$ cat config.mk
export PLATFORM = sky130hd
export DESIGN_NAME = sliding_window_min_max_average
export DESIGN_NICKNAME = d
export VERILOG_FILES = /design/src/design/swmma_pkg.sv /design/src/design/swmma_sequencer.sv /design/src/design/swmma_datapath.sv /design/src/design/sliding_window_min_max_average.sv
export VERILOG_INCLUDE_DIRS = /design/src /design/src/design
export SDC_FILE = /design/constraint.sdc
export NUM_CORES = 2
export LEC_CHECK = 0
export BUFFER_PORTS_ARGS = -buffer_cell sky130_fd_sc_hd__buf_2
export CAP_MARGIN = 10
export CORE_ASPECT_RATIO = 1.5
export CORE_MARGIN = 4
export CORE_UTILIZATION = 60
export DETAILED_ROUTE_END_ITERATION = 6
export PLACE_DENSITY = 0.77
export SETUP_SLACK_MARGIN = 0.5
export SLEW_MARGIN = 20
export SYNTH_ARGS = -nofsm -noshare
export SYNTH_HDL_FRONTEND = slang
export SYNTH_SLANG_ARGS = --single-unit
$ cat constraint.sdc
create_clock -name aclk -period 4.4 [get_ports aclk]
set_clock_uncertainty 0.1 [all_clocks]
set_input_delay 0.88 -clock aclk [delete_from_list [all_inputs] [get_ports aclk]]
set_output_delay 0.88 -clock aclk [all_outputs]
set_load 0.05 [all_outputs]
$ cat src/design/sliding_window_min_max_average_defines.svh
// ----------------------------------------------------------------------------
// Assertion macros for the sliding window min/max/average block
// Shared concurrent-assertion forms, clocked on aclk and disabled in reset.
// ----------------------------------------------------------------------------
`ifndef SLIDING_WINDOW_MIN_MAX_AVERAGE_DEFINES_SVH
`define SLIDING_WINDOW_MIN_MAX_AVERAGE_DEFINES_SVH

// Same-cycle implication: whenever ante holds, cons must hold too.
`define SWMMA_ASSERT_IMP(label, ante, cons) \
    label: assert property (@(posedge aclk) disable iff (!aresetn) \
        (ante) |-> (cons)) else $error("sliding window check failed");

// Next-cycle implication: whenever ante holds, cons must hold in the next cycle.
`define SWMMA_ASSERT_NXT(label, ante, cons) \
    label: assert property (@(posedge aclk) disable iff (!aresetn) \
        (ante) |=> (cons)) else $error("sliding window sequence check failed");

`endif

$ cat src/design/swmma_pkg.sv
// ----------------------------------------------------------------------------
// Sliding window min/max/average package
// Control word layout, status bundle and micro-op codes shared by the
// sequencer and the datapath, and the jump codes and microcode program of the sequencer.
// ----------------------------------------------------------------------------
`default_nettype none

package swmma_pkg;

    // Configuration register width and its value after reset.
    localparam int          CFG_W         = 7;
    localparam logic [6:0]  WINDOW_RESET  = 7'd64;

    // Program counter width and step addresses.
    localparam int              STEP_W        = 3;
    localparam logic [2:0]      ST_ACCEPT     = 3'd0;
    localparam logic [2:0]      ST_PUSH_ADDR  = 3'd1;
    localparam logic [2:0]      ST_PUSH_SUM   = 3'd2;
    localparam logic [2:0]      ST_SCAN_START = 3'd3;
    localparam logic [2:0]      ST_SCAN       = 3'd4;
    localparam logic [2:0]      ST_DIV_INIT   = 3'd5;
    localparam logic [2:0]      ST_DIV        = 3'd6;
    localparam logic [2:0]      ST_EMIT       = 3'd7;

    // Datapath micro-operations.
    localparam int              OP_W          = 3;
    localparam logic [2:0]      OP_ACCEPT     = 3'd0;
    localparam logic [2:0]      OP_PUSH_ADDR  = 3'd1;
    localparam logic [2:0]      OP_PUSH_SUM   = 3'd2;
    localparam logic [2:0]      OP_SCAN_START = 3'd3;
    localparam logic [2:0]      OP_SCAN       = 3'd4;
    localparam logic [2:0]      OP_DIV_INIT   = 3'd5;
    localparam logic [2:0]      OP_DIV        = 3'd6;
    localparam logic [2:0]      OP_EMIT       = 3'd7;

    // Jump conditions; a jump goes to the target, otherwise the counter steps.
    localparam int              COND_W         = 3;
    localparam logic [2:0]      COND_NONE      = 3'd0;
    localparam logic [2:0]      COND_NO_INPUT  = 3'd1;
    localparam logic [2:0]      COND_SCAN_MORE = 3'd2;
    localparam logic [2:0]      COND_DIV_MORE  = 3'd3;
    localparam logic [2:0]      COND_OUT_BUSY  = 3'd4;

    typedef struct packed {
        logic [OP_W-1:0]   op;
        logic [COND_W-1:0] cond;
        logic [STEP_W-1:0] target;
    } ctrl_word_t;

    typedef struct packed {
        logic accepted;
        logic scan_more;
        logic div_more;
        logic out_busy;
    } dp_status_t;

    // Microcode program. The last step falls through and the counter wraps
    // back to the accept step.
    function automatic ctrl_word_t ucode_rom(input logic [STEP_W-1:0] step);
        ctrl_word_t w;
        unique case (step)
            ST_ACCEPT:     w = '{op: OP_ACCEPT,     cond: COND_NO_INPUT,  target: ST_ACCEPT};
            ST_PUSH_ADDR:  w = '{op: OP_PUSH_ADDR,  cond: COND_NONE,      target: ST_ACCEPT};
            ST_PUSH_SUM:   w = '{op: OP_PUSH_SUM,   cond: COND_NONE,      target: ST_ACCEPT};
            ST_SCAN_START: w = '{op: OP_SCAN_START, cond: COND_NONE,      target: ST_ACCEPT};
            ST_SCAN:       w = '{op: OP_SCAN,       cond: COND_SCAN_MORE, target: ST_SCAN};
            ST_DIV_INIT:   w = '{op: OP_DIV_INIT,   cond: COND_NONE,      target: ST_ACCEPT};
            ST_DIV:        w = '{op: OP_DIV,        cond: COND_DIV_MORE,  target: ST_DIV};
            ST_EMIT:       w = '{op: OP_EMIT,       cond: COND_OUT_BUSY,  target: ST_EMIT};
        endcase
        return w;
    endfunction

endpackage

`default_nettype wire

$ cat src/design/swmma_sequencer.sv
// ----------------------------------------------------------------------------
// Sliding window microcode sequencer
// Program counter, control store lookup and conditional jump evaluation.
// ----------------------------------------------------------------------------
`default_nettype none

`include "sliding_window_min_max_average_defines.svh"

module swmma_sequencer (
    input  wire logic                  aclk,
    input  wire logic                  aresetn,
    input  wire swmma_pkg::dp_status_t status,
    output swmma_pkg::ctrl_word_t      ctrl
);

    logic [swmma_pkg::STEP_W-1:0] step_reg;
    logic [swmma_pkg::STEP_W-1:0] step_next;
    logic                         take_jump;

    // Fetch the control word of the current step.
    assign ctrl = swmma_pkg::ucode_rom(step_reg);

    // Evaluate the jump condition against datapath status.
    always_comb begin
        unique case (ctrl.cond)
            swmma_pkg::COND_NONE:      take_jump = 1'b0;
            swmma_pkg::COND_NO_INPUT:  take_jump = !status.accepted;
            swmma_pkg::COND_SCAN_MORE: take_jump = status.scan_more;
            swmma_pkg::COND_DIV_MORE:  take_jump = status.div_more;
            swmma_pkg::COND_OUT_BUSY:  take_jump = status.out_busy;
            default:                   take_jump = 1'b0;
        endcase
        step_next = take_jump ? ctrl.target : step_reg + swmma_pkg::STEP_W'(1);
    end

    // Program counter.
    always_ff @(posedge aclk) begin
        if (!aresetn) begin
            step_reg <= swmma_pkg::ST_ACCEPT;
        end else begin
            step_reg <= step_next;
        end
    end

    // An accepted transaction always moves on to the push step.
    `SWMMA_ASSERT_NXT(a_accept_to_push, status.accepted, step_reg == swmma_pkg::ST_PUSH_ADDR)

endmodule

`default_nettype wire

$ cat src/design/swmma_datapath.sv
// ----------------------------------------------------------------------------
// Sliding window datapath
// Sample ring memory, running sum, min/max scan, serial divider and the
// output register, each driven by the current micro-operation.
// ----------------------------------------------------------------------------
`default_nettype none

`include "sliding_window_min_max_average_defines.svh"

module swmma_datapath #(
    parameter int DEPTH        = 64,
    parameter int SAMPLE_WIDTH = 16
) (
    input  wire logic                                 aclk,
    input  wire logic                                 aresetn,
    input  wire swmma_pkg::ctrl_word_t                ctrl,
    output swmma_pkg::dp_status_t                     status,
    input  wire logic [$clog2(DEPTH+1)-1:0]           eff_len,
    input  wire logic                                 cfg_write,
    input  wire logic                                 s_valid,
    output logic                                      s_ready,
    input  wire logic signed [SAMPLE_WIDTH-1:0]       s_sample,
    output logic                                      m_valid,
    input  wire logic                                 m_ready,
    output logic signed [SAMPLE_WIDTH-1:0]            m_average,
    output logic signed [SAMPLE_WIDTH-1:0]            m_minimum,
    output logic signed [SAMPLE_WIDTH-1:0]            m_maximum,
    output logic [$clog2(DEPTH+1)-1:0]                m_count,
    output logic                                      m_full_res
);

    localparam int PW   = $clog2(DEPTH);
    localparam int CW   = $clog2(DEPTH + 1);
    localparam int SUMW = SAMPLE_WIDTH + $clog2(DEPTH);
    localparam int BCW  = $clog2(SUMW + 1);

    // Sample ring.
    logic signed [SAMPLE_WIDTH-1:0] mem [DEPTH];
    logic signed [SAMPLE_WIDTH-1:0] rd_data_reg;
    logic                           mem_we;
    logic                           mem_re;
    logic [PW-1:0]                  rd_addr;

    // Window state.
    logic signed [SAMPLE_WIDTH-1:0] sample_reg;
    logic [PW-1:0]                  newest_reg, newest_next;
    logic [PW-1:0]                  target_reg, target_next;
    logic [CW-1:0]                  count_reg, count_next;
    logic signed [SUMW-1:0]         sum_reg, sum_next;
    logic                           was_full_reg, was_full_next;

    // Scan state.
    logic [CW-1:0]                  idx_reg, idx_next;
    logic signed [SAMPLE_WIDTH-1:0] min_reg, min_next;
    logic signed [SAMPLE_WIDTH-1:0] max_reg, max_next;

    // Divider state.
    logic [SUMW-1:0]                mag_reg, mag_next;
    logic [CW-1:0]                  rem_reg, rem_next;
    logic                           neg_reg, neg_next;
    logic [BCW-1:0]                 bit_cnt_reg, bit_cnt_next;

    // Output register.
    logic                           m_valid_reg, m_valid_next;
    logic signed [SAMPLE_WIDTH-1:0] avg_out_reg, avg_out_next;
    logic signed [SAMPLE_WIDTH-1:0] min_out_reg, min_out_next;
    logic signed [SAMPLE_WIDTH-1:0] max_out_reg, max_out_next;
    logic [CW-1:0]                  cnt_out_reg, cnt_out_next;
    logic                           full_out_reg, full_out_next;

    // Helpers.
    logic                           accepted;
    logic                           out_free;
    logic [CW-1:0]                  newest_inc;
    logic [PW-1:0]                  newest_adv;
    logic signed [SUMW-1:0]         sample_ext;
    logic signed [SUMW-1:0]         old_ext;
    logic [SUMW-1:0]                sum_abs;
    logic [CW:0]                    div_shift;
    logic [CW:0]                    div_diff;
    logic                           div_ge;
    logic [SAMPLE_WIDTH-1:0]        quot_trunc;

    // A pending configuration write holds off the input for that cycle.
    assign s_ready  = (ctrl.op == swmma_pkg::OP_ACCEPT) && !cfg_write;
    assign accepted = s_valid && s_ready;
    assign out_free = !m_valid_reg || m_ready;

    assign status.accepted  = accepted;
    assign status.scan_more = idx_reg < count_reg;
    assign status.div_more  = bit_cnt_reg > BCW'(1);
    assign status.out_busy  = !out_free;

    // Ring pointer advance, wrapping at the effective window length.
    assign newest_inc = CW'(newest_reg) + CW'(1);
    assign newest_adv = (newest_inc >= eff_len) ? '0 : newest_inc[PW-1:0];

    // Sign extensions into the sum width.
    assign sample_ext = {{(SUMW-SAMPLE_WIDTH){sample_reg[SAMPLE_WIDTH-1]}}, sample_reg};
    assign old_ext    = was_full_reg ?
                        {{(SUMW-SAMPLE_WIDTH){rd_data_reg[SAMPLE_WIDTH-1]}}, rd_data_reg} :
                        '0;
    assign sum_abs    = sum_reg[SUMW-1] ? (SUMW'(~sum_reg) + SUMW'(1)) : SUMW'(sum_reg);

    // One restoring division step on the magnitude.
    assign div_shift  = {rem_reg, mag_reg[SUMW-1]};
    assign div_ge     = div_shift >= {1'b0, count_reg};
    assign div_diff   = div_shift - {1'b0, count_reg};
    assign quot_trunc = mag_reg[SAMPLE_WIDTH-1:0];

    // Micro-operation decode.
    always_comb begin
        newest_next   = newest_reg;
        target_next   = target_reg;
        count_next    = count_reg;
        sum_next      = sum_reg;
        was_full_next = was_full_reg;
        idx_next      = idx_reg;
        min_next      = min_reg;
        max_next      = max_reg;
        mag_next      = mag_reg;
        rem_next      = rem_reg;
        neg_next      = neg_reg;
        bit_cnt_next  = bit_cnt_reg;
        avg_out_next  = avg_out_reg;
        min_out_next  = min_out_reg;
        max_out_next  = max_out_reg;
        cnt_out_next  = cnt_out_reg;
        full_out_next = full_out_reg;
        m_valid_next  = m_valid_reg && !m_ready;
        mem_we        = 1'b0;
        mem_re        = 1'b0;
        rd_addr       = '0;

        unique case (ctrl.op)
            swmma_pkg::OP_ACCEPT: begin
                // Sample is latched in the clocked block on acceptance.
            end
            swmma_pkg::OP_PUSH_ADDR: begin
                // Pick the slot for the new sample and fetch what it holds.
                if (count_reg == '0) begin
                    target_next   = newest_reg;
                    was_full_next = 1'b0;
                    count_next    = CW'(1);
                end else if (count_reg >= eff_len) begin
                    target_next   = newest_adv;
                    was_full_next = 1'b1;
                    count_next    = eff_len;
                end else begin
                    target_next   = newest_adv;
                    was_full_next = 1'b0;
                    count_next    = count_reg + CW'(1);
                end
                newest_next = target_next;
                mem_re      = 1'b1;
                rd_addr     = target_next;
            end
            swmma_pkg::OP_PUSH_SUM: begin
                // Drop the evicted sample from the sum and store the new one.
                sum_next = sum_reg + sample_ext - old_ext;
                mem_we   = 1'b1;
            end
            swmma_pkg::OP_SCAN_START: begin
                mem_re   = 1'b1;
                rd_addr  = '0;
                idx_next = CW'(1);
            end
            swmma_pkg::OP_SCAN: begin
                // Compare the entry read last cycle and fetch the next one.
                if (idx_reg == CW'(1)) begin
                    min_next = rd_data_reg;
                    max_next = rd_data_reg;
                end else begin
                    min_next = (rd_data_reg < min_reg) ? rd_data_reg : min_reg;
                    max_next = (rd_data_reg > max_reg) ? rd_data_reg : max_reg;
                end
                mem_re   = idx_reg < count_reg;
                rd_addr  = idx_reg[PW-1:0];
                idx_next = idx_reg + CW'(1);
            end
            swmma_pkg::OP_DIV_INIT: begin
                neg_next     = sum_reg[SUMW-1];
                mag_next     = sum_abs;
                rem_next     = '0;
                bit_cnt_next = BCW'(SUMW);
            end
            swmma_pkg::OP_DIV: begin
                rem_next     = div_ge ? div_diff[CW-1:0] : div_shift[CW-1:0];
                mag_next     = {mag_reg[SUMW-2:0], div_ge};
                bit_cnt_next = bit_cnt_reg - BCW'(1);
            end
            swmma_pkg::OP_EMIT: begin
                // Load the result once the output register is free.
                if (out_free) begin
                    avg_out_next  = neg_reg ? SAMPLE_WIDTH'(~quot_trunc + 1'b1) : quot_trunc;
                    min_out_next  = min_reg;
                    max_out_next  = max_reg;
                    cnt_out_next  = count_reg;
                    full_out_next = count_reg == eff_len;
                    m_valid_next  = 1'b1;
                end
            end
            default: begin
            end
        endcase

        // A configuration write empties the window.
        if (cfg_write) begin
            newest_next = '0;
            count_next  = '0;
            sum_next    = '0;
        end
    end

    // Ring memory with registered read data.
    always_ff @(posedge aclk) begin
        if (mem_we) begin
            mem[target_reg] <= sample_reg;
        end
        if (mem_re) begin
            rd_data_reg <= mem[rd_addr];
        end
    end

    // Control state.
    always_ff @(posedge aclk) begin
        if (!aresetn) begin
            newest_reg  <= '0;
            count_reg   <= '0;
            sum_reg     <= '0;
            m_valid_reg <= 1'b0;
        end else begin
            newest_reg  <= newest_next;
            count_reg   <= count_next;
            sum_reg     <= sum_next;
            m_valid_reg <= m_valid_next;
        end
    end

    // Payload registers.
    always_ff @(posedge aclk) begin
        if (accepted) begin
            sample_reg <= s_sample;
        end
        target_reg   <= target_next;
        was_full_reg <= was_full_next;
        idx_reg      <= idx_next;
        min_reg      <= min_next;
        max_reg      <= max_next;
        mag_reg      <= mag_next;
        rem_reg      <= rem_next;
        neg_reg      <= neg_next;
        bit_cnt_reg  <= bit_cnt_next;
        avg_out_reg  <= avg_out_next;
        min_out_reg  <= min_out_next;
        max_out_reg  <= max_out_next;
        cnt_out_reg  <= cnt_out_next;
        full_out_reg <= full_out_next;
    end

    assign m_valid    = m_valid_reg;
    assign m_average  = avg_out_reg;
    assign m_minimum  = min_out_reg;
    assign m_maximum  = max_out_reg;
    assign m_count    = cnt_out_reg;
    assign m_full_res = full_out_reg;

    // The fill count never runs past the window length.
    `SWMMA_ASSERT_IMP(a_count_in_window, 1'b1, count_reg <= eff_len)
    // The divider has used up all quotient bits before a result is loaded.
    `SWMMA_ASSERT_IMP(a_div_done, ctrl.op == swmma_pkg::OP_EMIT, bit_cnt_reg == '0)
    // The scan leaves a consistent minimum and maximum.
    `SWMMA_ASSERT_IMP(a_min_le_max, ctrl.op == swmma_pkg::OP_EMIT, min_reg <= max_reg)
    // A presented result always covers at least one sample.
    `SWMMA_ASSERT_IMP(a_out_count_nonzero, m_valid_reg, cnt_out_reg != '0)

endmodule

`default_nettype wire

$ cat src/design/sliding_window_min_max_average.sv
// ----------------------------------------------------------------------------
// Sliding window min/max/average
// Top level: configuration register, window length limits, sequencer and
// datapath.
// ----------------------------------------------------------------------------
// Usage:
// Samples arrive on the s_ channel and one result per sample leaves on the
// m_ channel: the truncated average, minimum and maximum over the window,
// the fill count and a full flag. The cfg_ channel writes the window length;
// a write empties the window, and a length of zero or above DEPTH means
// DEPTH. Write the length only while no sample is in flight.
// Each sample passes the push steps, a min/max scan over the fill count of
// ring entries and a serial division of the sum over SUMW quotient bits,
// where SUMW is SAMPLE_WIDTH plus log2(DEPTH) (22 by default), before the
// load step sets m_valid. The min/max scan reads one ring entry per cycle
// and the divider retires one quotient bit per cycle; the next sample is
// taken only after the sequencer returns to the accept step.
// Reset clears the window and sets the length to 64; no result is pending.
// When the receiver stalls, the result holds in the output register; the next
// sample is still taken and processed, and waits only at the load step.
// ----------------------------------------------------------------------------
`default_nettype none

module sliding_window_min_max_average #(
    parameter int DEPTH        = 64,
    parameter int SAMPLE_WIDTH = 16
) (
    input  wire logic                             aclk,
    input  wire logic                             aresetn,
    input  wire logic                             s_valid,
    output logic                                  s_ready,
    input  wire logic signed [SAMPLE_WIDTH-1:0]   s_sample,
    output logic                                  m_valid,
    input  wire logic                             m_ready,
    output logic signed [SAMPLE_WIDTH-1:0]        m_average,
    output logic signed [SAMPLE_WIDTH-1:0]        m_minimum,
    output logic signed [SAMPLE_WIDTH-1:0]        m_maximum,
    output logic [$clog2(DEPTH+1)-1:0]            m_count,
    output logic                                  m_full_res,
    input  wire logic                             cfg_valid,
    output logic                                  cfg_ready,
    input  wire logic [swmma_pkg::CFG_W-1:0]      cfg_data
);

    localparam int CW = $clog2(DEPTH + 1);

    logic [swmma_pkg::CFG_W-1:0] window_length_reg;
    logic [CW-1:0]               eff_len;
    logic                        cfg_write;
    swmma_pkg::ctrl_word_t       ctrl;
    swmma_pkg::dp_status_t       status;

    assign cfg_ready = 1'b1;
    assign cfg_write = cfg_valid && cfg_ready;

    // Window length register.
    always_ff @(posedge aclk) begin
        if (!aresetn) begin
            window_length_reg <= swmma_pkg::WINDOW_RESET;
        end else if (cfg_write) begin
            window_length_reg <= cfg_data;
        end
    end

    // Zero or an oversized length selects the full ring.
    assign eff_len = ((window_length_reg == '0) || (int'(window_length_reg) > DEPTH)) ?
                     CW'(DEPTH) : CW'(window_length_reg);

    swmma_sequencer u_sequencer (
        .aclk    (aclk),
        .aresetn (aresetn),
        .status  (status),
        .ctrl    (ctrl)
    );

    swmma_datapath #(
        .DEPTH        (DEPTH),
        .SAMPLE_WIDTH (SAMPLE_WIDTH)
    ) u_datapath (
        .aclk       (aclk),
        .aresetn    (aresetn),
        .ctrl       (ctrl),
        .status     (status),
        .eff_len    (eff_len),
        .cfg_write  (cfg_write),
        .s_valid    (s_valid),
        .s_ready    (s_ready),
        .s_sample   (s_sample),
        .m_valid    (m_valid),
        .m_ready    (m_ready),
        .m_average  (m_average),
        .m_minimum  (m_minimum),
        .m_maximum  (m_maximum),
        .m_count    (m_count),
        .m_full_res (m_full_res)
    );

endmodule

`default_nettype wire
; ---- Yosys cells after proc, flatten, opt, wreduce, memory -nomap -nowiden
; Memories as Yosys holds them, arrays and structs flattened. A register that Yosys moved wholly into a read port is not among the register bits.
; Cells that the tools add are included.
; W data, S select, Z words.
[totals]
register_bits = 199
mem_bits_rw = 1024
mem_bits_ro = 72
input_bits = 28
elab_cells = 107
n_memories = 2
[mem_list]
columns = memory, words, word_bits, read_ports, rd_ports_with_merged_regs, wr, line
row1 = u_datapath.mem, 64, 16, 1, 1, 1, swmma_datapath.sv:38  ; logic signed [SAMPLE_WIDTH-1:0] mem [DEPTH];
row2 = (no name shown), 8, 9, 1, 1, 0, swmma_pkg.sv:61  ; unique case (step)
[classes]
add_sub_neg = 10
n_lt_le_gt_ge = 8
eq_ne = 13
mux = 28
bitwise = 3
reduce_logical = 22
[ops]
columns = cell, count
row1 = $mux W16, 5
row2 = $mux W22, 2
row3 = $pmux W22 S2, 1
row4 = $mux W7, 4
row5 = $pmux W7 S2, 2
row6 = $add A22 B16 Y22, 1
row7 = $add A22 B2 Y22 const B, 1
row8 = $not A22 Y22, 1
row9 = $sub A22 B22 Y22, 1
row10 = $add A16 B1 Y16 const B, 1
row11 = $gt A16 B16 Y1, 1
row12 = $lt A16 B16 Y1, 1
row13 = $not A16 Y16, 1
row14 = $eq A3 B3 Y1 const B, 5
row15 = $add A7 B1 Y7 const B, 2
row16 = $ge A7 B7 Y1, 2
row17 = $logic_not A7 Y1, 2
row18 = $eq A3 B2 Y1 const B, 4
row19 = $mux W6, 2
row20 = $pmux W6 S2, 1
row21 = $pmux W5 S2, 1
row22 = $ge A8 B7 Y1, 1
row23 = $reduce_bool A2 Y1, 4
row24 = $add A6 B1 Y7 const B, 1
row25 = 20 further kinds, 37

; ---- Longest topological paths before layout
[depth]
ltp_word = 7
depth_mapped = 19
ltp_nobuf = 15

; ---- By module
; A second synthesis with hierarchy kept.
[unflattened]
hier_cells = 4095
area_unflattened_um2 = 52952.0
[modules_own_cells]
columns = mod, n_inst, cells_each, area_per_inst_um2, seq_area_each_um2
row1 = swmma_datapath, 1, 4015, 52123.7, 36545.0
row2 = swmma_sequencer, 1, 47, 499.2, 220.2
row3 = sliding_window_min_max_average, 1, 33, 329.1, 140.1

; ---- Worst setup path after synthesis
; Ideal clock, no wire load.
[synth_path]
path_type = input -> register
startpoint = in cfg_valid
endpoint = reg u_sequencer.ctrl[2] (netlist name)
setup_ps = 123
arrival_ps = 3971
slack_ps = 206
path_stages = 8
cell_sequence = clkbuf_1 -> nor4_1 -> nand2_1 -> o211ai_1 -> o21a_1 -> o31a_1 -> mux2i_1 -> o2bb2ai_1
[synth_via]
elab_chain_len = 7
[synth_lines]
columns = element, line
row1 = start: declaration, sliding_window_min_max_average.sv:40  ; input wire logic cfg_valid,
row2 = $logic_not A1 Y1, swmma_datapath.sv:85  ; assign s_ready = (ctrl.op == swmma_pkg::OP_ACCEPT) && !cfg_write;
row3 = $logic_and A1 B1 Y1, swmma_datapath.sv:85
row4 = net s_ready, sliding_window_min_max_average.sv:31  ; output logic s_ready,
row5 = $logic_and A1 B1 Y1, swmma_datapath.sv:86  ; assign accepted = s_valid && s_ready;
row6 = $logic_not A1 Y1, swmma_sequencer.sv:27  ; swmma_pkg::COND_NO_INPUT: take_jump = !status.accepted;
row7 = $pmux W1 S4, swmma_sequencer.sv:25  ; unique case (ctrl.cond)
row8 = $mux W3, swmma_sequencer.sv:33  ; step_next = take_jump ? ctrl.target : step_reg + swmma_pkg::STEP_W'(1);
row9 = $mux W3 (no line), -
; The timed path passes the listed nets, and every way through them passes these cells.
; A chain may end at the register's enable or synchronous reset.

; ---- Worst setup path after layout
[layout_path]
startpoint = reg u_datapath.newest_reg[1]
endpoint = reg u_datapath.rd_data_reg[15] (read register of u_datapath.mem) (data pin)
[layout_via]
elab_chain_len = 5
[layout_lines]
columns = element, line
row1 = start: declaration, swmma_datapath.sv:46  ; logic [PW-1:0] newest_reg, newest_next;
row2 = start signal: assignment, swmma_datapath.sv:233  ; newest_reg <= newest_next;
row3 = $add A6 B1 Y7, swmma_datapath.sv:95  ; assign newest_inc = CW'(newest_reg) + CW'(1);
row4 = $ge A7 B7 Y1, swmma_datapath.sv:96  ; assign newest_adv = (newest_inc >= eff_len) ? '0 : newest_inc[PW-1:0];
row5 = $mux W6, swmma_datapath.sv:96
row6 = $mux W6 (*), swmma_datapath.sv:141  ; if (count_reg == '0) begin
row7 = $pmux W6 S2 (*), swmma_datapath.sv:135  ; unique case (ctrl.op)
row8 = end: declaration, swmma_datapath.sv:39  ; logic signed [SAMPLE_WIDTH-1:0] rd_data_reg;
; Mark *: on every way between the ends. The rest lies on a longest branch, timed or not.

==> flow_metrics.py <==
metrics = {
    "route": {
        "antenna_left": 0,
        "drtPass1Iterations": 7,
        "route.detailed.drc": 9,
        "vias": 36310,
        "wl_per_cell_um": 27.3,
        "first_iter_violations": 4922,
        "wirelength_mm": 154,
        "routed_via_density": 6.44,
    },
    "synth": {
        "yosysWarnings": 0,
        "synth_area_leaders": "edfxtp_1 67%, mux2i_1 5.7%, nand2_1 4.9%, nand3_1 3.3%, ha_1 2.1%",
        "synth_cells": 3989,
        "synth_fp_nets": 4129,
        "synth_cell_type_count": 71,
        "syn_avg_cell_area_um2": 13.4,
        "synth.most_common_cell": "edfxtp_1",
        "ys_top_cells_by_count": "1193 x edfxtp_1, 699 x nand2_1, 348 x nand3_1",
        "synthFlopType": "edfxtp_1",
        "synth_area_leader_cell": "edfxtp_1",
        "ys_ff_latch": 1247,
        "yosysSeqAreaShare_pct": 69.2,
        "synth_edf_count": 1193,
        "synth_top_area_share_pct": 67.2,
        "netlist_area_um2": 53300,
        "async_flop_share_pct": 0,
    },
    "clocking": {
        "clk_pin_slew_worst_paths_ns": 0.07,
        "insertion_delay_ns": 0.74,
        "htreeDepth": 3,
        "clock-sinks": 1247,
        "cts_tree": "built",
        "holdBufCountCts": 0,
        "root_buffer": "clkbuf_16",
        "max-clock-path-buffers": 3,
        "cts-buffers-inserted": 110,
    },
    "worst_setup_path": {
        "rr_startpoint": "u_datapath.newest_reg[1]",
        "cp-startpoint": "u_datapath.newest_reg[1]",
        "worstPathMaxFanout": 64,
        "cp_data_required_time_ns": 4.79,
        "endpoint_kind": "flop",
        "r2r_cells": 16,
        "critPathKind": "flop to flop",
        "start_kind": "flop",
        "cp.arrival_ns": 4.69,
    },
    "final_layout": {
        "nNetsFinal": 4533,
        "largest_reg_flops": 1024,
        "syn_to_final_growth_pct": 20.4,
        "finish.utilization_pct": 73.0,
        "drive_gt1_share_pct": 20.8,
        "stdcell_area_um2": 64200,
        "stdcell_count": 5636,
        "diodes": 0,
    },
    "grt": {
        "met3_usage_pct": 6.76,
        "use_met1_pct": 38.6,
        "grt.overflow.total": 0,
        "grt_pass1_vias": 35460,
        "grt_use_met2_pct": 52.2,
        "antenna_found_initial": 4,
        "busiest_layer": "met2",
        "grt_max_degree": 65,
        "grt_pass1_wl_mm": 221,
        "grt_usage_pct": 31.5,
    },
    "timing": {
        "max_freq_mhz": 233,
        "timing.final.crit_share_pct": 97.7,
        "worst_slack_ns": 0.103,
        "totalNegativeSetupSlack_ns": 0,
        "hold_viol": 0,
        "worstMarginPinSlew_ns": 0.999,
        "rsz0062_at_grt": "true",
        "period_needed_ns": 4.30,
        "hold_ws_ns": 0.218,
        "final_max_slew_viol_count": 0,
        "setup_viol": 0,
        "max_slew_margin_pct": 32.7,
    },
    "placement": {
        "port_buffers": 85,
        "dpl_cell_area_um2": 57000,
        "pre_cts_slack_ns": -0.360,
        "dp_hpwl_mm": 91.0,
        "dp.cells": 5310,
        "routabilityCongestion": 0.894,
    },
    "min_path": {
        "worstHoldPathCells": 1,
        "hold_class": "input pin to flop",
        "min_from": "s_sample[3]",
    },
    "die": {
        "rows": 133,
        "start_util_pct": 60.7,
        "die_w_um": 251,
        "core-area_um2": 87900,
        "num_io_pins": 87,
        "chipHeight_um": 373,
        "dieArea_um2": 93800,
    },
    "run_status": {
        "violations": "design-rule violations",
        "status": "finished, violations left",
    },
    "power_and_ir_drop": {
        "leakage_nw": 23.2,
        "total_power_mw": 24.4,
        "peakVddDrop_mv": 0.401,
        "p_per_area_nw_per_um2": 380,
    },
    "run": {
        "cap_violations": 0,
    },
}
## path summary, 6_finish.rpt
path,end,slack [ns]
min,u_datapath.sample_reg[3],0.22
min reg2reg,u_datapath.m_minimum[13],0.35
max,u_datapath.rd_data_reg[15],0.10
max reg2reg,u_datapath.rd_data_reg[15],0.10
## cells by family after synthesis
kind of cell | share of synthesized area (%)
and+or+nand+nor | 11.2
DFF | 69.2
AOI/OAI and AO/OA | 6.43
buffers and inverters | 2.94
muxes | 6.15
adders and majority gates | 2.94
xor gates and xnor gates | 1.07
other | 0.00703
## area by class of cell
type                       count  area (um^2)
sequential                  1247        36900
fill                        5086        23700
multi-input combinational   2366        16300
timing repair buffer         511         5120
clock buffer                 124         2840
tap                         1147         1440
clock inverter                84         1020
inverter                     157          589
## timing repair
| item | CTS | global route |
|---|---|---|
| pin swaps | 32 | 29 |
| resized for setup | 236 | 132 |
| buffers inserted | 61 | 30 |
| cloned | 21 | 6 |
| endpoints found under the setup margin | 16 | 22 |
## worst max-delay path, stage by stage, from the launching register on
cell       delay, ns
dfxtp_4         0.38
ha_4            0.16
nand3_4         0.09
buf_4           0.15
nor2_1          0.19
ha_1            0.30
and4_4          0.19
a211o_4         0.37
bufbuf_16       0.28
o31ai_4         0.27
buf_4           0.17
nor2_4          0.04
clkbuf_16       0.22
a31oi_2         0.43
a2111oi_1       0.15
buf_4           0.19
o211a_1         0.20
## routing by layer
layer	part of all wire, %	routed length [um]
met1	33	51400
met5	0.0084	13
met3	11	17000
met2	49	75900
met4	6.4	9830
## placed cells by master (no fill, tap or decap), types with 25 or more instances in the layout
| cell type | instances |
|---|---|
| a21o_1 | 32 |
| a21oi_1 | 100 |
| a21oi_2 | 25 |
| a31oi_1 | 27 |
| buf_12 | 38 |
| buf_16 | 25 |
| buf_2 | 85 |
| buf_4 | 303 |
| buf_6 | 41 |
| clkbuf_16 | 118 |
| dfxtp_1 | 49 |
| edfxtp_1 | 1193 |
| ha_1 | 84 |
| inv_1 | 153 |
| mux2i_1 | 279 |
| nand2_1 | 694 |
| nand2b_1 | 28 |
| nand3_1 | 342 |
| nor2_1 | 151 |
| o211a_1 | 30 |
| o21ai_0 | 54 |
| xnor2_1 | 50 |
## report_power, final
group	internal [mW]	total (mW)	switching, mW
Combinational	0.331	0.978	0.647
Clock	5.85	10.3	4.45
Sequential	13.0	13.1	0.0759
Power figures use the tool's default switching activity.
